[src/nts_ram.sv]
`timescale 1ns / 1ps

module nts_ram #(
    parameter int WIDTH = 8,
    parameter int DEPTH = 16
) (
    input  logic                     aclk,
    input  logic                     we,
    input  logic [$clog2(DEPTH)-1:0] waddr,
    input  logic [WIDTH-1:0]         wdata,
    input  logic                     re,
    input  logic [$clog2(DEPTH)-1:0] raddr,
    output logic [WIDTH-1:0]         rdata
);

    logic [WIDTH-1:0] mem [DEPTH];
    logic [WIDTH-1:0] rdata_reg;

    always_ff @(posedge aclk) begin
        if (we) begin
            mem[waddr] <= wdata;
        end
        if (re) begin
            rdata_reg <= mem[raddr];
        end
    end

    assign rdata = rdata_reg;

endmodule

[config.mk]
export PLATFORM = sky130hd
export DESIGN_NAME = nts_ram
export DESIGN_NICKNAME = d
export VERILOG_FILES = /design/src/nts_ram.sv
export SDC_FILE = /design/constraint.sdc
export NUM_CORES = 1
export LEC_CHECK = 0
export ABC_CLOCK_PERIOD_IN_PS = 4100
export BUFFER_PORTS_ARGS = -buffer_cell sky130_fd_sc_hd__buf_2
export CORE_UTILIZATION = 47
export CTS_CLUSTER_DIAMETER = 200
export DETAILED_ROUTE_END_ITERATION = 10
export GPL_ROUTABILITY_DRIVEN = 0
export PLACE_DENSITY = 0.69
export SYNTH_ARGS = -nofsm -noshare
export SYNTH_HDL_FRONTEND = slang
export SYNTH_SLANG_ARGS = --single-unit
[constraint.sdc]
create_clock -name aclk -period 4.1 [get_ports aclk]
set_clock_uncertainty 0.2 [all_clocks]
set_input_delay 0.41 -clock aclk [delete_from_list [all_inputs] [get_ports aclk]]
set_output_delay 0.41 -clock aclk [all_outputs]
set_load 0.1 [all_outputs]
==> qor.txt, run 1 <==
Status -> completed
Syn Nets -> 248
CTS tree -> done
TritonCTS buffer count -> 17
Final worst slack -> 1.94 ns
Syn Inst Count -> 229
Synth top area cells -> edfxtp_1, mux4_2, mux4_1
Tcrit/Tclk final -> 52.6%
Cell Count, Final, Fillers Out -> 419
DRT Pass-1 Iters -> 4
GRT Util Overall -> 19.0%
Clock period minus worst slack -> 2.16 ns
Clock sink count -> 136
Proportion of layout cells with a drive suffix above 1 -> 26.9%
Detailed Place HPWL -> 5.97 mm
CP required -> 4.16 ns
First-pass GRT wire length -> 14.8 mm
Number of flops mapped to enable cells by yosys -> 136
Initial antenna violation count -> 0
Wirelength per Cell -> 22.7 microns
VDD IR max -> 0.230 mV
CTS Root Cell -> clkbuf_8
# Post-CTS Setup Buffers -> 0
Full die area -> 11500 sq um
RSZ-0062 raised after global routing -> false
Post-synth top flop -> edfxtp_1
Sum of negative setup slack -> 0 ns
Vias/cell -> 5.62
Cell Pwr Density -> 528 nW/um^2
Hold_buf cts -> 0
Synth warnings -> 0
Synth Register Bits -> 136
I/O pin total -> 27
Total congestion overflow -> 0
Resize count post-CTS -> 0
Core area -> 10800 sq um
CP cell instances -> buf_2 -> buf_4 -> mux4_1 -> a22oi_1 -> nand2_1
DRT Wirelength -> 9.50 mm
Top-count cell post-synth -> edfxtp_1
Asr flop ratio synth -> 0%
Element type at the critical path end -> register
Standard-cell row count -> 38
Mean Syn Cell Area -> 22.8 sq um
Synth unique cells -> 18
Number of global-route vias before repair -> 2532
CP max stage delay -> 0.59 ns
Commonest cells in the netlist -> edfxtp_1, mux4_2, a22oi_1
Worst-Margin Slew -> 1.16 ns
Critical path buffers and inverters -> 2
Clk_lat worst skew -> 0.52 ns
Final Hold Fails -> 0
Final slew viol count -> 0
Clock Path Buffers -> 2
Vias -> 2356
CP Max Fanout -> 21
Layout area overhead -> 15.3%
Total power after layout -> 3180 uW
Residual DRC -> 0
Crit-path slowest cell -> mux4_1
Max-Cap Viols -> 0
Post-synth top area share -> 78.1%
Post-synthesis sequential area ratio -> 78.1%
Ant. Diodes -> 0
Die W -> 107 microns
Max reg flops -> 128
Setup Viol. Count Final -> 0
Die Height -> 107 microns
Htree depth -> 4
Startpoint Class -> input pin
Nets -> 286
FMAX -> 464 MHz
PortBufs -> 26
Initial Util -> 48.2%
Place WS -> 1.37 ns
Syn Std Cell Area -> 5230 sq um
# placed instances -> 388
Largest delay share family, worst path -> buffers and inverters
Yosys top cell by area -> edfxtp_1
Hold WC Path Type -> in2reg
Critical path type -> in2reg
Critical Path AT -> 2.22 ns
Lkg Pwr -> 0.00200 uW
Clock transition at path regs -> 0.06 ns
Slew headroom -> 22.3%
Largest net degree at the start of global routing -> 33
Post-DRT Antenna Nets -> 0
Drt first-iter violations -> 190
==> power by group <==
group	internal, uW	leakage, uW	switching, uW	total, uW
sequential	1570	0.00124	8.26	1580
clock	909	0.000274	519	1430
combinational	54.9	0.000490	126	181
total	2530	0.00200	653	3180
==> layout by cell type (no fill, tap or decap), types with 2 or more instances in the layout <==
| cell type | Yosys | routed |
|---|---|---|
| mux4_1 | 14 | 14 |
| edfxtp_1 | 136 | 136 |
| nand3b_1 | 2 | 2 |
| nor3_1 | 4 | 3 |
| buf_2 | 3 | 26 |
| nand2b_1 | 2 | 2 |
| clkinv_1 | 0 | 3 |
| bufinv_16 | 0 | 3 |
| clkbuf_1 | 0 | 2 |
| nand2_1 | 9 | 9 |
| clkinv_2 | 0 | 5 |
| buf_4 | 1 | 3 |
| clkbuf_16 | 0 | 16 |
| a22oi_1 | 16 | 16 |
| nor2_1 | 13 | 13 |
| mux4_2 | 18 | 18 |
==> area by class of cell <==
cell class              count  area [sq um]
repair buffers             29           153
clock inverters            12           134
multi-input cells          83          1060
flip-flops and latches    136          4080
well taps                 140           175
fillers                   816          4810
clock buffers              19           422
==> worst register-to-register path: stages (launching register included) <==
cell      delay [ns]
edfxtp_1        0.37
mux4_2          0.47
a22oi_1         0.28
nand2_1         0.10
==> worst paths after layout <==
check	to	depth (start not counted)	startpoint	slack [ns]
setup reg to reg	rdata[7]	3	mem[1][7]	2.44
hold / removal	mem[7][6]	1	wdata[6]	0.07
hold reg to reg	rdata[6]	3	mem[12][6]	0.56
setup / recovery	rdata[1]	5	raddr[0]	1.94
==> routing by layer <==
metal  share of wire, %  track usage, %  up-vias
met5                  0               0        -
li1                   -               -     1059
met3                6.9            4.60        9
met4                1.4            9.78        0
met1                 42            25.5     1206
met2                 49            29.0       82
==> stage by stage <==
| stage | util (%) | instance area [sq um] | hold WS, ns |
|---|---|---|---|
| after global routing | 55.6 | 6030 | 0.0564 |
| after floorplan | - | 5230 | 0.309 |
| after detailed placement | 50.5 | 5470 | 0.544 |
| after global placement | 50.5 | 5470 | 0.527 |
| final | 55.6 | 6030 | 0.0654 |
| after CTS | 55.6 | 6030 | 0.0412 |
==> logic make-up (layout without fill, tap and decap cells) <==
family | after synthesis | count (layout) | synth area share, %
AO/OA/AOI/OAI | 16 | 16 | 2.30
buffers and inverters | 10 | 60 | 1.65
flip-flops | 136 | 136 | 78.1
multiplexers | 32 | 32 | 14.8
AND/OR/NAND/NOR | 35 | 35 | 3.14
Power figures use the tool's default switching activity.
==> run 2: changes to the inputs <==
--- a/config.mk
+++ b/config.mk
@@ -5,7 +5,7 @@
 export SDC_FILE = /design/constraint.sdc
 export NUM_CORES = 1
 export LEC_CHECK = 0
-export ABC_CLOCK_PERIOD_IN_PS = 4100
+export ABC_CLOCK_PERIOD_IN_PS = 2100
 export BUFFER_PORTS_ARGS = -buffer_cell sky130_fd_sc_hd__buf_2
 export CORE_UTILIZATION = 47
 export CTS_CLUSTER_DIAMETER = 200
==> constraint.sdc (replaced) <==
create_clock -name aclk -period 2.1 [get_ports aclk]
set_clock_uncertainty 0.2 [all_clocks]
set_input_delay 0.21 -clock aclk [delete_from_list [all_inputs] [get_ports aclk]]
set_output_delay 0.21 -clock aclk [all_outputs]
set_load 0.1 [all_outputs]
==> run 2 against run 1 <==
- clock power rose by 86%
- wire length is 1.4% higher
- largest power group unchanged
- combinational power increased by 120%
- die area is the same
==> qor.txt, run 2 (same netlist as run 1, synthesis figures left out) <==
Detailed Place HPWL -> 6.28 mm (was 5.97 mm)
Ant. Diodes -> 0 (unchanged)
VDD IR max -> 0.536 mV (was 0.230 mV)
DRT Pass-1 Iters -> 4 (unchanged)
FMAX -> 584 MHz
Cell Pwr Density -> 971 nW/um^2 (was 528 nW/um^2)
Element type at the critical path end -> output port (was register)
Max-Cap Viols -> 0 (unchanged)
Clock Power Share -> 43.4% (was 44.8%)
DRT Wirelength -> 9.63 mm (was 9.50 mm)
Cell Count, Final, Fillers Out -> 452 (was 419)
Hold path cells -> 3 (was 1)
Worst-Margin Slew -> 0.500 ns (was 1.16 ns)
Largest delay share family, worst path -> buffers and inverters (unchanged)
Post-DRT Antenna Nets -> 0 (unchanged)
Vias/cell -> 5.56 (was 5.62)
Residual DRC -> 0 (unchanged)
Commonest non-fill, non-tap cell in the layout -> edfxtp_1 (unchanged)
Sequential Power Share -> 50.2% (was 49.5%)
Max reg flops -> 128 (unchanged)
Clk_lat worst skew -> 0.51 ns (was 0.52 ns)
Initial antenna violation count -> 0 (unchanged)
Sum of negative setup slack -> 0 ns (unchanged)
Fin util -> 58.2% (was 55.6%)
Sw frac -> 20.6% (was 20.5%)
Startpoint Class -> register (was input pin)
Metal-1 WL -> 4.15 mm (was 4.01 mm)
Hold WC Path Type -> in2reg (unchanged)
I/O pin total -> 27 (unchanged)
Final Hold Fails -> 0 (unchanged)
Critical path buffers and inverters -> 1 (was 2)
Die W -> 107 microns (unchanged)
Hold Path End -> mem[4][4] (was mem[7][6])
Internal power -> 4860 uW (was 2530 uW)
Critical path type -> reg2out (was in2reg)
Largest net degree at the start of global routing -> 24 (was 33)
CP max stage delay -> 0.43 ns (was 0.59 ns)
CTS Root Cell -> clkbuf_8 (unchanged)
Met2 wire length -> 4.85 mm (was 4.70 mm)
CTS tree -> done (unchanged)
Clock Path Buffers -> 2 (unchanged)
PortBufs -> 26 (unchanged)
Number of global-route vias before repair -> 2606 (was 2532)
# Post-CTS Setup Buffers -> 0 (unchanged)
Die Height -> 107 microns (unchanged)
FF-to-FF Start -> mem[0][0] (was mem[1][7])
Lkg Pwr -> 0.00215 uW (was 0.00200 uW)
First-pass GRT wire length -> 14.7 mm (was 14.8 mm)
R2R setup slack -> 0.39 ns (was 2.44 ns)
Top Layer Used -> met4 (unchanged)
Full die area -> 11500 sq um (unchanged)
CP cell instances -> buf_2 (was buf_2 -> buf_4 -> mux4_1 -> a22oi_1 -> nand2_1)
Tcrit/Tclk final -> 81.6%
Setup Viol. Count Final -> 0 (unchanged)
TritonCTS buffer count -> 17 (unchanged)
P_sw -> 1260 uW (was 653 uW)
Clock period minus worst slack -> 1.71 ns
HP Start -> waddr[0] (was wdata[6])
Final worst slack -> 0.387 ns (was 1.94 ns)
Drt first-iter violations -> 147 (was 190)
Htree depth -> 4 (unchanged)
# placed instances -> 411 (was 388)
R2r worst-path depth -> 3 (unchanged)
Worst flop-to-flop path endpoint -> rdata[0] (was rdata[7])
CP Max Fanout -> 1 (was 21)
Place WS -> 0.0772 ns (was 1.37 ns)
GRT Util Overall -> 18.8% (was 19.0%)
Status -> completed (unchanged)
Initial Util -> 48.2% (unchanged)
Combinational fraction of design power -> 6.4% (was 5.7%)
Clock sink count -> 136 (unchanged)
Slew headroom -> 66.9% (was 22.3%)
Total congestion overflow -> 0 (unchanged)
CP required -> 1.69 ns (was 4.16 ns)
Vias -> 2514 (was 2356)
RSZ-0062 raised after global routing -> false (unchanged)
Crit-path slowest cell -> buf_2 (was mux4_1)
Proportion of layout cells with a drive suffix above 1 -> 30.8% (was 26.9%)
Hold_ws -> 0.0477 ns (was 0.0654 ns)
Core area -> 10800 sq um (unchanged)
Final slew viol count -> 0 (unchanged)
Layout area overhead -> 20.6% (was 15.3%)
Most frequent cells in the layout -> edfxtp_1, buf_2, buf_4 (was edfxtp_1, buf_2, mux4_2)
Critical Path AT -> 1.30 ns (was 2.22 ns)
Nets -> 318 (was 286)
Metal3 WL -> 505 microns (was 657 microns)
Clock transition at path regs -> 0.06 ns (about the same)
Standard-cell row count -> 38 (unchanged)
Wirelength per Cell -> 21.3 microns (was 22.7 microns)
## run 2: cell count changes in the layout (fill, tap and decap cells not counted), sizes merged
cell         before  now
clkinvlp          1    2
bufinv            3    2
buf              29   52
dlygate4sd3       0    9
clkinv            8    7
clkbuf           19   21
## run 2: worst register-to-register path, delay by kind of cell, from the launching register on
kind,cells,cell delay [ns]
multiplexers,1,0.50
AO/OA/AOI/OAI,1,0.30
AND/OR/NAND/NOR,1,0.09
flip-flops,1,0.36
## run 2: how the worst max path moves through the flow
stage | startpoint | end | slack, ns | cells after the start
3_3_place_gp | raddr[0] | rdata[0] | 0.07 | 5
5_1_grt | mem[2][0] | rdata[0] | 0.33 | 3
4_1_cts | rdata[5] | rdata[5] | 0.34 | 1
3_5_place_dp | raddr[0] | rdata[0] | 0.08 | 5
6_report | rdata[5] | rdata[5] | 0.39 | 1
2_1_floorplan | waddr[2] | mem[0][0] | 0.20 | 2
## run 2: metal layers
layer  track usage (%)  vias up
li1                  -     1121
met1              24.7     1299
met2              29.7       84
met3              4.00       10
met4              9.69        0
met5                 0        -
## run 2: cell type report
class	instances	area, sq um
clock inverter	11	106
multi-input combinational	83	1060
fill	798	4540
sequential	136	4080
clock buffer	21	429
timing repair buffer	61	453
tap	140	175
## run 2: what timing repair did
action	CTS	global route
gates resized for setup	0	0
hold buffers	9	0
endpoints found under the hold margin	136	0
endpoints found under the setup margin	0	0
## run 2: metrics by stage
step	instance area (sq um)	power (uW)
5_1_grt	6300	6300
3_3_place_gp	5680	3510
2_1_floorplan	5230	3380
6_report	6300	6120
3_5_place_dp	5680	3510
4_1_cts	6300	6170
## run 2: power groups by stage
stage / Clock, uW / Combinational, uW / Sequential (uW)
2_1_floorplan: 0 / 154 / 3220
3_5_place_dp: 0 / 382 / 3130
4_1_cts: 2700 / 396 / 3080
5_1_grt: 2810 / 415 / 3080
3_3_place_gp: 0 / 378 / 3130
6_report: 2660 / 392 / 3080
